**config.mk**
```make
export PLATFORM = sky130hd
export DESIGN_NAME = zst_ctrl
export DESIGN_NICKNAME = d
export VERILOG_FILES = /design/src/hdl/zst_pkg.sv /design/src/hdl/zst_ctrl.sv
export SDC_FILE = /design/constraint.sdc
export NUM_CORES = 1
export LEC_CHECK = 0
export BUFFER_PORTS_ARGS = -buffer_cell sky130_fd_sc_hd__buf_2
export CORE_MARGIN = 1.5
export CORE_UTILIZATION = 40
export CTS_BUF_LIST = sky130_fd_sc_hd__clkbuf_16
export DETAILED_ROUTE_END_ITERATION = 8
export GPL_ROUTABILITY_DRIVEN = 0
export PLACE_DENSITY = 0.67
export SLEW_MARGIN = 20
export SYNTH_ARGS = -nofsm -noshare
export SYNTH_HDL_FRONTEND = slang
export SYNTH_SLANG_ARGS = --single-unit
```
**constraint.sdc**
```tcl
create_clock -name clk -period 4.48 [get_ports clk]
set_clock_uncertainty 0.1 [all_clocks]
set_input_delay 0 -clock clk [delete_from_list [all_inputs] [get_ports clk]]
set_output_delay 0 -clock clk [all_outputs]
set_load 0.02 [all_outputs]
```
**src/hdl/zst_pkg.sv**
```systemverilog
`timescale 1ns / 1ps
`default_nettype none
package zst_pkg;
	localparam int DEF_MAX_WIDTH = 640;
	localparam int DEF_MAX_HEIGHT = 480;
	localparam logic [9:0] RST_WIDTH = 10'd640;
	localparam logic [8:0] RST_HEIGHT = 9'd480;
	localparam logic CMD_LOAD = 1'b0;
	localparam logic CMD_READ = 1'b1;
	localparam logic REG_WIDTH = 1'b0;
	localparam logic REG_HEIGHT = 1'b1;

	// Commands from the controller to the datapath.
	typedef struct packed {
		logic write_px;   // store pixel_white at the raster position
		logic read_px;    // issue a read of the raster position
		logic pos_clear;  // raster position to zero
		logic pos_inc;    // raster position plus one
		logic scan_start; // begin one sub-pass
		logic second;     // which sub-pass
	} zst_cmd_t;

	// Status from the datapath.
	typedef struct packed {
		logic pos_last;   // raster position is the last pixel
		logic scan_done;  // sub-pass finished this cycle
		logic scan_any;   // sub-pass cleared a pixel
		logic small_img;  // no interior pixel
	} zst_sts_t;

	// Zhang-Suen removal test; n holds P2..P9 in bits 0..7.
	function automatic logic zs_remove(input logic [7:0] n, input logic second);
		logic [3:0] trans;
		logic [3:0] whites;
		logic a;
		logic b;
		trans = '0;
		whites = '0;
		for (int i = 0; i < 8; i++) begin
			trans = trans + 4'(!n[i] && n[(i + 1) % 8]);
			whites = whites + 4'(n[i]);
		end
		if (!second) begin
			a = n[0] & n[2] & n[4];
			b = n[2] & n[4] & n[6];
		end else begin
			a = n[0] & n[2] & n[6];
			b = n[0] & n[4] & n[6];
		end
		return (trans == 4'd1) && (whites >= 4'd2) && (whites <= 4'd6) && !a && !b;
	endfunction
endpackage
`default_nettype wire

```
**src/hdl/zst_ctrl.sv**
```systemverilog
`timescale 1ns / 1ps
`default_nettype none
module zst_ctrl import zst_pkg::*; (
	input wire logic clk,
	input wire logic arst_n,
	input wire logic start,
	input wire logic command,
	input wire logic cfg_write,
	input wire zst_sts_t sts,
	output zst_cmd_t cmd,
	output logic busy,
	output logic done,
	output logic last_pixel,
	output logic [15:0] rounds_done
);
	typedef enum logic [2:0] {
		ST_LOAD, ST_PASS1, ST_PASS2, ST_READ, ST_RDWAIT
	} state_t;

	state_t state_q;
	logic any_q;
	logic acc;

	assign acc = start && !busy;
	assign busy = (state_q == ST_PASS1) || (state_q == ST_PASS2) || (state_q == ST_RDWAIT);

	always_comb begin
		cmd = '0;
		cmd.write_px = acc && (command == CMD_LOAD) && (state_q == ST_LOAD);
		cmd.read_px = acc && (command == CMD_READ) && (state_q == ST_READ);
		cmd.pos_inc = cmd.write_px || cmd.read_px;
		cmd.pos_clear = cfg_write || (cmd.pos_inc && sts.pos_last);
		cmd.second = (state_q == ST_PASS2);
		cmd.scan_start = ((state_q == ST_PASS1) || (state_q == ST_PASS2)) && !sts.small_img;
	end

	always_ff @(posedge clk or negedge arst_n) begin
		if (!arst_n) begin
			state_q <= ST_LOAD;
			any_q <= 1'b0;
			done <= 1'b0;
			last_pixel <= 1'b0;
			rounds_done <= '0;
		end else begin
			done <= 1'b0;
			if (cfg_write) begin
				state_q <= ST_LOAD;
			end else begin
				case (state_q)
					ST_LOAD: begin
						if (cmd.write_px && sts.pos_last) begin
							rounds_done <= 16'd1;
							any_q <= 1'b0;
							state_q <= ST_PASS1;
						end
					end
					ST_PASS1: begin
						if (sts.small_img) begin
							state_q <= ST_READ;
						end else if (sts.scan_done) begin
							any_q <= sts.scan_any;
							state_q <= ST_PASS2;
						end
					end
					ST_PASS2: begin
						if (sts.scan_done) begin
							if (sts.scan_any || any_q) begin
								if (rounds_done != 16'hFFFF) rounds_done <= rounds_done + 16'd1;
								any_q <= 1'b0;
								state_q <= ST_PASS1;
							end else begin
								state_q <= ST_READ;
							end
						end
					end
					ST_READ: begin
						if (cmd.read_px) begin
							done <= 1'b1;
							last_pixel <= sts.pos_last;
							state_q <= ST_RDWAIT;
						end
					end
					ST_RDWAIT: begin
						state_q <= last_pixel ? ST_LOAD : ST_READ;
					end
					default: state_q <= ST_LOAD;
				endcase
			end
		end
	end
endmodule
`default_nettype wire

```
==> results.md, run 1 <==
- Status: finished clean
- Final setup violating endpoints: 0
- Type of the worst setup path: reg2reg
- Width of the chip: 63.4 µm
- Post-synth top flop: sky130_fd_sc_hd__dfrtp_1
- Critical path origin: state_q[2]
- Multiplexer share of the synthesized area: 0.0291
- Hold violation count in the final report: 0
- Register bit count reported by yosys: 22
- Number of DRC violations after detailed routing: 0
- Post-synth EDFFs: 0
- Number of vias in the routed layout: 1456
- Input/output buffers: 33
- Number of buffers inserted to repair setup after CTS: 0
- Largest stage delay on the critical path: 590 ps
- Share of the clock period used by the worst path after layout: 0.515
- Clock insertion delay at the later pin of the skew report: 250 ps
- CP startpoint kind: flip-flop
- Maximum ir drop on the vdd rail: 0.156 mV
- Starting DRT DRC Count: 112
- Post-synthesis adder-cell area fraction: 0.00856
- Area growth syn-to-layout: 20.3%
- Syn Nets: 168
- Net total in the final layout: 200
- Number of max-slew violations in the final report: 0
- Xor/xnor share of the synthesized area: 0
- Type of the worst min-delay path: in2reg
- Number of instances in the synthesized netlist: 158
- PwrDens: 371 mW/mm²
- CTS Buf Count: 3
- Fraction of layout instances using a drive strength above 1: 0.250
- Half-perimeter wire length of the detailed placement result: 2600 µm
- Cell area after synthesis: 0.00146 mm²
- Capturing element type of the critical path: flip-flop
- Effective utilization at floorplan: 0.428
- Unique masters post-synth: 51
- Avg Cell Area, Syn: 9.25 µm²
- Number of synthesis warnings: 0
- Shortest clock period the worst path allows after layout: 2310 ps
- Max H-tree Level: 1
- Number of filler instances in the final layout: 324
- Via/cell ratio: 6.22
- Total routed wirelength: 3720 µm
- First-pass GRT wire length: 6400 µm
- Required time worst endpoint: 4520 ps
- Total global-route track usage: 0.195
- Worst path cell trace: or3b_1 -> inv_1 -> a22o_1 -> nor4_1 -> mux2_2
- Placement Setup Slack: 2230 ps
- Antenna diodes: 0
- Hold wc startpoint: sts[2]
- Critical-path top delay cell: sky130_fd_sc_hd__dfrtp_1
- Clk root buf: sky130_fd_sc_hd__clkbuf_16
- Number of optimization iterations in the first detailed-route pass: 6
- Complex-gate fraction of the synthesized area: 0.278
- Die Y: 63.4 µm
- Final global-route overflow total: 0
- Final setup TNS: 0 ps
- Clock edge transition at the registers on the reported setup and hold paths: 60 ps
- Proportion of register bits with asynchronous set or reset after synthesis: 1.00
- RR Startpoint: state_q[2]
- Post-synthesis sequential area ratio: 0.377
- Pin count of the biggest net entering global routing: 23
- Worst Path Max Fanout: 14
- Leakage: 0.811 nW
- Endpoint arrival time on the critical path: 2350 ps
- Maximum operating frequency: 0.433 GHz
- Maximum buffer depth of the clock tree: 2
- Setup repair after global routing missed its margin: false
- Number of antenna violations at the first check in global routing: 0
- Synthesized-area fraction occupied by and/or/nand/nor cells: 0.257
- Total number of clock tree sinks: 22
- PnR worst setup slack: 2170 ps
- Main combinational cell family by area after synthesis: compound AO/OA/AOI/OAI gates
- Die area: 0.00403 mm²
- CTS tree: built
- Relative slew margins: 0.662
- Max-capacitance violation count: 0
- Number of rows in the core area: 21
- Via count of the first global-routing pass: 1371
- Remaining antenna violation count: 0
- WL per Instance: 15.9 µm
- Tightest Pin Transition: 507 ps
- Core region area: 0.00342 mm²
- I/O pin count: 34
## layer usage
layer	wire length, µm	GRT usage	part of all wire
met3	191	0.0357	0.051
met2	1870	0.339	0.50
met5	0	0	0
met1	1640	0.250	0.44
met4	18	0.0462	0.0048
## worst max-delay path, delay by kind of cell (launching register included)
family | cells | cell delay, ps
AO/OA/AOI/OAI | 1 | 270
multiplexers | 1 | 360
AND/OR/NAND/NOR | 2 | 600
buffers and inverters | 1 | 280
flip-flops | 1 | 590
## stage by stage
| stage | util | area [µm²] | power [mW] | hold slack (ps) | instances |
|---|---|---|---|---|---|
| 2_1_floorplan | - | 1460 | 0.398 | -396 | 158 |
| 3_3_place_gp | 0.478 | 1630 | 0.462 | -101 | 226 |
| 3_5_place_dp | 0.478 | 1630 | 0.466 | -94.3 | 226 |
| 4_1_cts | 0.515 | 1760 | 0.658 | 41.9 | 234 |
| 5_1_grt | 0.515 | 1760 | 0.692 | 114 | 234 |
| 6_report | 0.515 | 1760 | 0.652 | 49.6 | 234 |
## cells by family after synthesis
group / Yosys count
simple gates: 63
compound gates: 51
flops: 22
buf+inv: 17
mux: 4
fa+ha+maj: 1
## placed cells by master, fill, tap and decap left out, types with 3 or more instances in the layout
master,Yosys,layout
sky130_fd_sc_hd__nand4_1,5,5
sky130_fd_sc_hd__dfrtp_1,22,22
sky130_fd_sc_hd__a22o_1,5,5
sky130_fd_sc_hd__nor2_1,6,6
sky130_fd_sc_hd__a221oi_1,3,3
sky130_fd_sc_hd__buf_2,8,33
sky130_fd_sc_hd__o21ai_0,8,8
sky130_fd_sc_hd__clkbuf_16,0,3
sky130_fd_sc_hd__and3_1,6,6
sky130_fd_sc_hd__nor4_1,5,5
sky130_fd_sc_hd__a21oi_1,5,5
sky130_fd_sc_hd__nand2_1,9,9
sky130_fd_sc_hd__inv_1,6,6
sky130_fd_sc_hd__dlygate4sd3_1,0,5
sky130_fd_sc_hd__o311ai_0,4,4
sky130_fd_sc_hd__and4_1,3,3
sky130_fd_sc_hd__nor3_1,6,6
sky130_fd_sc_hd__a221o_1,3,3
sky130_fd_sc_hd__nand2b_1,3,3
sky130_fd_sc_hd__nand3_1,5,5
## what timing repair did
item	in CTS	in global routing
gates resized for setup	0	0
hold buffers	5	0
endpoints found under the hold margin	27	0
## state kept, by name (all words and copies together) (netlist names)
signal,cells
rounds_done,16
state_q,3
any_q,1
done,1
last_pixel,1
## worst paths after layout
check                                  endpoint  slack (ps)  depth (start not counted)
worst max-delay path                      any_q        2170                          5
worst min-delay path                 state_q[1]          50                          3
worst max register to register            any_q        2170                          5
worst min register to register  rounds_done[12]         460                          1
max in group asynchronous        rounds_done[5]        3780                          2
min in group asynchronous       rounds_done[11]         150                          2
## cell usage after synthesis (3+ instances only)
cell	count	area share
sky130_fd_sc_hd__a21oi_1	5	0.017
sky130_fd_sc_hd__a221o_1	3	0.021
sky130_fd_sc_hd__a221oi_1	3	0.018
sky130_fd_sc_hd__a22o_1	5	0.030
sky130_fd_sc_hd__and3_1	6	0.026
sky130_fd_sc_hd__and4_1	3	0.018
sky130_fd_sc_hd__buf_2	8	0.027
sky130_fd_sc_hd__clkbuf_1	3	0.0077
sky130_fd_sc_hd__dfrtp_1	22	0.38
sky130_fd_sc_hd__inv_1	6	0.015
sky130_fd_sc_hd__nand2_1	9	0.023
sky130_fd_sc_hd__nand2b_1	3	0.013
sky130_fd_sc_hd__nand3_1	5	0.017
sky130_fd_sc_hd__nand4_1	5	0.021
sky130_fd_sc_hd__nor2_1	6	0.015
sky130_fd_sc_hd__nor3_1	6	0.021
sky130_fd_sc_hd__nor4_1	5	0.021
sky130_fd_sc_hd__o21ai_0	8	0.027
sky130_fd_sc_hd__o311ai_0	4	0.024
## layout make-up
class / count / area, µm² / area share
tap: 46 / 57.6 / 0.0327
multi-input combinational: 119 / 837 / 0.476
inverter: 6 / 22.5 / 0.0128
sequential: 22 / 551 / 0.313
timing repair buffer: 38 / 215 / 0.122
clock buffer: 3 / 75.1 / 0.0427
## power by group
part | switching [mW] | internal, mW | total, mW | leakage [nW]
clock network | 0.0689 | 0.118 | 0.187 | 0.0370
registers | 0.0456 | 0.230 | 0.276 | 0.296
logic | 0.113 | 0.0769 | 0.190 | 0.478
Power figures use the tool's default switching activity.
==> inputs of run 2 (changes only) <==
==> constraint.sdc (replaced) <==
create_clock -name clk -period 2.2 [get_ports clk]
set_clock_uncertainty 0.1 [all_clocks]
set_input_delay 0 -clock clk [delete_from_list [all_inputs] [get_ports clk]]
set_output_delay 0 -clock clk [all_outputs]
set_load 0.02 [all_outputs]
==> run 2 against run 1 <==
  * Cell area is 2.3% higher
  * Worst hold slack worse by 13 ps
  * Clock-buffer cell count stayed put
  * Flip-flop and latch count stayed put
  * Largest power group unchanged
  * First-iteration DRC count is 45% lower
  * Utilization is 1.2 points higher
  * Final cell count is 2.6% higher
  * Critical path type unchanged
==> results.md, run 2 (same netlist as run 1, synthesis figures left out) <==
- Effective utilization at floorplan: 0.428 (unchanged)
- Capturing element type of the critical path: flip-flop
- PwrDens: 748 mW/mm² (+100%)
- WL per Instance: 15.2 µm (-4.3%)
- Final setup violating endpoints: 0 (unchanged)
- Final global-route overflow total: 0 (unchanged)
- Number of filler instances in the final layout: 354 (+9.3%)
- Starting DRT DRC Count: 62 (-45%)
- Number of vias in the routed layout: 1441 (-1.0%)
- Most common cell after layout, fill and taps aside: sky130_fd_sc_hd__buf_2
- Clk root buf: sky130_fd_sc_hd__clkbuf_16
- Leakage: 0.839 nW (+3.5%)
- First-pass GRT wire length: 6130 µm (-4.1%)
- Number of antenna violations at the first check in global routing: 0 (unchanged)
- Number of rows in the core area: 21 (unchanged)
- Core region area: 0.00342 mm² (unchanged)
- Clock insertion delay at the later pin of the skew report: 250 ps (about the same)
- Max-capacitance violation count: 0 (unchanged)
- Relative slew margins: 0.665 (+0.00321)
- Hold violation count in the final report: 0 (unchanged)
- CTS Buf Count: 3 (unchanged)
- Total of hold buffers inserted after clock tree synthesis: 5 (unchanged)
- Total routed wirelength: 3650 µm (-1.9%)
- Die area: 0.00403 mm² (unchanged)
- Antenna diodes: 0 (unchanged)
- P_int: 879 µW (+110%)
- Total number of clock tree sinks: 22 (unchanged)
- Switching fraction of total power: 0.347 (-0.00105)
- Max reg flops: 16 (unchanged)
- Top library cells by usage in the layout, fill and taps aside: sky130_fd_sc_hd__buf_2, sky130_fd_sc_hd__dfrtp_1, sky130_fd_sc_hd__nand2_1
- Post-layout utilization of the core: 0.527 (+0.0121)
- Critical path origin: state_q[0]
- Maximum ir drop on the vdd rail: 0.440 mV (+180%)
- Via/cell ratio: 6.00 (-3.5%)
- Registers with the most flip-flops: rounds_done (16), state_q (3)
- Part of the total power dissipated in the clock network: 0.285 (about the same)
- Final hold slack: 36.7 ps (-12.9 ps)
- Critical path destination: rounds_done[14]
- Capture point of the worst reg-to-reg path: rounds_done[14]
- Shortest clock period the worst path allows after layout: 2020 ps (-285 ps)
- Logic gate share of total power: 0.302 (+0.011)
- Width of the chip: 63.4 µm (unchanged)
- Via count of the first global-routing pass: 1342 (-2.1%)
- Required time worst endpoint: 2270 ps (-2250 ps)
- Number of buffers inserted to repair setup after CTS: 0 (unchanged)
- I/O pin count: 34 (unchanged)
- Worst Path Max Fanout: 9 (-5)
- Largest register by flop count: rounds_done
- Input/output buffers: 33 (unchanged)
- Worst setup slack for register-to-register paths: 180 ps (-1990 ps)
- Maximum buffer depth of the clock tree: 2 (unchanged)
- Number of max-slew violations in the final report: 0 (unchanged)
- Fraction of layout instances using a drive strength above 1: 0.268 (+0.0180)
- Endpoint arrival time on the critical path: 2090 ps (-260 ps)
- Die Y: 63.4 µm (unchanged)
- Worst-case reg-to-reg path depth: 4 (-1)
- Half-perimeter wire length of the detailed placement result: 2650 µm (+1.7%)
- Maximum operating frequency: 0.494 GHz (+14%)
- Placement Setup Slack: 192 ps (-2040 ps)
- Remaining antenna violation count: 0 (unchanged)
- Final setup TNS: 0 ps (unchanged)
- Clock edge transition at the registers on the reported setup and hold paths: 60 ps (about the same)
- Area of placed instances: 0.00167 mm² (+2.3%)
- CTS tree: built
- Number of optimization iterations in the first detailed-route pass: 4 (-2)
- RR Startpoint: state_q[0]
- Net Sw Power: 468 µW (+110%)
- PnR worst setup slack: 177 ps (-1990 ps)
- Setup repair after global routing missed its margin: false
- Number of DRC violations after detailed routing: 0 (unchanged)
- Type of the worst setup path: reg2reg
- Net total in the final layout: 205 (+2.5%)
- Post-route design area: 0.00180 mm² (+2.3%)
- Sequential group share of total power: 0.413 (-0.010)
- Share of the clock period used by the worst path after layout: 0.920 (+0.404)
- Post-cts gate resize count: 0 (unchanged)
- Pin count of the biggest net entering global routing: 23 (unchanged)
- Max H-tree Level: 1 (unchanged)
- Status: finished clean
- Total global-route track usage: 0.191 (-0.00393)
- Type of the worst min-delay path: in2reg
- Tightest Pin Transition: 502 ps (-4.82 ps)
- CP startpoint kind: flip-flop
- Area growth syn-to-layout: 23.1%
-- run 2: worst min path at each step --
stage | startpoint | to | slack, ps | cells after the start
4_1_cts | sts[2] | state_q[1] | 30 | 3
3_5_place_dp | arst_n | rounds_done[12] | -100 | 1
2_1_floorplan | arst_n | any_q | -400 | 0
5_1_grt | sts[2] | state_q[1] | 70 | 3
3_3_place_gp | arst_n | rounds_done[12] | -110 | 1
6_report | sts[2] | state_q[1] | 40 | 3
-- run 2: metal layers --
layer / up-vias / track usage / share of wire
li1: 698 / - / -
met1: 703 / 0.234 / 0.46
met2: 36 / 0.342 / 0.49
met3: 4 / 0.0375 / 0.037
met4: 0 / 0.0462 / 0.0093
met5: - / 0 / 0
-- run 2: worst max-delay path: stages (launching register included) --
cell	delay (ps)
sky130_fd_sc_hd__dfrtp_1	430
sky130_fd_sc_hd__nand2b_1	210
sky130_fd_sc_hd__or4_1	710
sky130_fd_sc_hd__o32a_1	410
sky130_fd_sc_hd__o21ai_0	80
-- run 2: area by class of cell --
| type | count | area, µm² | share of cell area |
|---|---|---|---|
| clock buffers | 3 | 75.1 | 0.0417 |
| clock inverters | 1 | 3.75 | 0.00209 |
| inverters | 6 | 22.5 | 0.0125 |
| multi-input cells | 119 | 837 | 0.465 |
| flip-flops and latches | 22 | 551 | 0.306 |
| well taps | 46 | 57.6 | 0.0320 |
| repair buffers | 43 | 253 | 0.140 |
-- run 2: per-stage QoR --
| step | power, mW | instances |
|---|---|---|
| 6_report | 1.35 | 240 |
| 5_1_grt | 1.42 | 240 |
| 4_1_cts | 1.36 | 240 |
| 3_5_place_dp | 0.964 | 231 |
| 3_3_place_gp | 0.954 | 231 |
| 2_1_floorplan | 0.811 | 158 |
-- run 2: power by group through the flow --
stage	clock, mW	sequential, mW	combinational, mW
finish	0.383	0.556	0.407
global route	0.407	0.569	0.441
CTS	0.391	0.556	0.412
detailed placement	0	0.563	0.401
global placement	0	0.557	0.397
floorplan	0	0.613	0.197
==> inputs of run 3 (changes only) <==
--- a/config.mk
+++ b/config.mk
@@ -6,6 +6,7 @@
 export NUM_CORES = 1
 export LEC_CHECK = 0
 export BUFFER_PORTS_ARGS = -buffer_cell sky130_fd_sc_hd__buf_2
+export CORE_ASPECT_RATIO = 1.75
 export CORE_MARGIN = 1.5
 export CORE_UTILIZATION = 40
 export CTS_BUF_LIST = sky130_fd_sc_hd__clkbuf_16
==> run 3 against run 2 <==
  * Sequential share of layout area down 0.58 points
  * Worst hold slack improved by 12 ps
  * Global-route usage increased by 1.0 points
  * Combinational power hardly changed
  * Final cell count stayed put
  * Largest power group unchanged
==> results.md, run 3 (same netlist as run 1, synthesis figures left out) <==
- Status: finished clean
- Met2 WL post-DR: 2120 µm (+18%)
- Share of the clock period used by the worst path after layout: 0.930 (+0.00991)
- Via/cell ratio: 6.17 (+2.7%)
- Effective utilization at floorplan: 0.426 (-0.00218)
- Min-Delay Path Depth: 3 (unchanged)
- PwrDens: 805 mW/mm² (+7.5%)
- WL per Instance: 16.2 µm (+6.2%)
- Number of vias in the routed layout: 1480 (+2.7%)
- Non-filler instance count after layout: 240 (unchanged)
- Max-capacitance violation count: 0 (unchanged)
- Type of the worst min-delay path: in2reg
- Die area: 0.00404 mm² (+0.35%)
- Capturing element type of the critical path: flip-flop
- Number of rows in the core area: 28 (+33%)
- Final setup violating endpoints: 0 (unchanged)
- Wire length on met1: 1510 µm (-10%)
- Die Y: 83.0 µm (+31%)
- Total routed wirelength: 3880 µm (+6.2%)
- Met3 wire length: 151 µm (+12%)
- Area of placed instances: 0.00167 mm² (about the same)
- CTS Buf Count: 3 (unchanged)
- Capture point of the worst reg-to-reg path: rounds_done[1]
- Worst-case reg-to-reg path depth: 5 (+1)
- Via count of the first global-routing pass: 1460 (+8.8%)
- Post-cts gate resize count: 0 (unchanged)
- I/O pin count: 34 (unchanged)
- Net total in the final layout: 206 (+0.49%)
- Number of antenna violations at the first check in global routing: 0 (unchanged)
- Relative slew margins: 0.647 (-0.0177)
- Area growth syn-to-layout: 25.5%
- Number of optimization iterations in the first detailed-route pass: 5 (+1)
- Final setup TNS: 0 ps (unchanged)
- Max reg flops: 16 (unchanged)
- Registers with the most flip-flops: rounds_done (16), state_q (3)
- Width of the chip: 48.7 µm (-23%)
- Top library cells by usage in the layout, fill and taps aside: sky130_fd_sc_hd__buf_2, sky130_fd_sc_hd__dfrtp_1, sky130_fd_sc_hd__nand2_1
- Type of the worst setup path: reg2reg
- Total of hold buffers inserted after clock tree synthesis: 6 (+1)
- RR Startpoint: rounds_done[0]
- Leakage: 0.859 nW (+2.3%)
- Maximum buffer depth of the clock tree: 2 (unchanged)
- Maximum ir drop on the vdd rail: 0.407 mV (-7.5%)
- Power Total: 1.48 mW (+9.6%)
- Clock insertion delay at the later pin of the skew report: 260 ps (about the same)
- Tightest Pin Transition: 529 ps (+26.5 ps)
- Placement Setup Slack: 148 ps (-44.1 ps)
- Shortest clock period the worst path allows after layout: 2040 ps (+21.8 ps)
- Input/output buffers: 33 (unchanged)
- Hold violation count in the final report: 0 (unchanged)
- CTS tree: built
- Starting DRT DRC Count: 35 (-44%)
- Number of filler instances in the final layout: 336 (-5.1%)
- Most common cell after layout, fill and taps aside: sky130_fd_sc_hd__buf_2
- Setup repair after global routing missed its margin: false
- Fraction of layout instances using a drive strength above 1: 0.272 (+0.00375)
- Sink of the worst hold path: state_q[1]
- CP startpoint kind: flip-flop
- Total number of clock tree sinks: 22 (unchanged)
- Number of max-slew violations in the final report: 0 (unchanged)
- Highest signal layer in the routed design: met4
- Maximum operating frequency: 0.489 GHz (-1.1%)
- Clock edge transition at the registers on the reported setup and hold paths: 60 ps (about the same)
- Antenna diodes: 0 (unchanged)
- Endpoint arrival time on the critical path: 2120 ps (+30 ps)
- Core region area: 0.00343 mm² (+0.51%)
- PnR worst setup slack: 155 ps (-21.8 ps)
- Required time worst endpoint: 2270 ps (about the same)
- Worst Path Max Fanout: 9 (unchanged)
- Half-perimeter wire length of the detailed placement result: 2860 µm (+8.0%)
- Number of DRC violations after detailed routing: 0 (unchanged)
- Clk root buf: sky130_fd_sc_hd__clkbuf_16
- Remaining antenna violation count: 0 (unchanged)
- Number of buffers inserted to repair setup after CTS: 0 (unchanged)
- Pin count of the biggest net entering global routing: 23 (unchanged)
- Final global-route overflow total: 0 (unchanged)
- Instance count after placement with tap cells included: 230 (-0.43%)
- First-pass GRT wire length: 6660 µm (+8.5%)
- Post-route design area: 0.00183 mm² (+1.9%)
- Max H-tree Level: 1 (unchanged)
- Worst setup slack for register-to-register paths: 160 ps (-20 ps)
- Largest register by flop count: rounds_done
- Hold wc startpoint: sts[2]
- Total global-route track usage: 0.201 (+0.0100)
[run 3: changes by cell type in the layout (fill, tap and decap cells not counted)]
cell                            delta
sky130_fd_sc_hd__bufinv_16         +1
sky130_fd_sc_hd__clkinv_1          -1
sky130_fd_sc_hd__dlygate4sd3_1     +1
[run 3: worst max-delay path by stage]
stage              startpoint        endpoint  slack, ps  cells past startpoint
2_1_floorplan  rounds_done[0]  rounds_done[5]        130                      7
3_3_place_gp   rounds_done[0]  rounds_done[5]        200                      5
3_5_place_dp   rounds_done[0]  rounds_done[1]        150                      5
4_1_cts        rounds_done[0]  rounds_done[1]        130                      5
5_1_grt        rounds_done[0]  rounds_done[1]          8                      5
6_report       rounds_done[0]  rounds_done[1]        160                      5
[run 3: final cells by class]
class	instances	area, µm²	share of cell area
Multi-Input combinational cell	119	837	0.456
Sequential cell	22	551	0.300
Timing Repair Buffer	44	263	0.143
Clock buffer	3	75.1	0.0409
Tap cell	45	56.3	0.0307
Clock inverter	1	30.0	0.0164
Inverter	6	22.5	0.0123
[run 3: power breakdown]
part	internal, mW	total, mW	leakage (nW)	switching (mW)
registers	0.469	0.553	0.296	0.0839
logic	0.166	0.410	0.512	0.244
clock network	0.361	0.513	0.0511	0.151
total	0.997	1.48	0.859	0.480
[run 3: critical path, stage by stage (launching register included)]
cell                      delay (ps)
sky130_fd_sc_hd__dfrtp_1         420
sky130_fd_sc_hd__ha_1            230
sky130_fd_sc_hd__and3_1          370
sky130_fd_sc_hd__nand4_1         290
sky130_fd_sc_hd__o21ai_4         340
sky130_fd_sc_hd__mux2i_1         230
[run 3: metal layers]
metal	GRT usage	vias up
li1	-	698
met1	0.230	718
met2	0.377	52
met3	0.0198	12
met4	0.0675	0
met5	0	-
[run 3: per-stage QoR]
step | util | hold WS, ps
floorplan | - | -396
detailed placement | 0.486 | -88.0
global route | 0.534 | 68.4
global placement | 0.486 | -103
CTS | 0.534 | 44.4
finish | 0.534 | 48.4
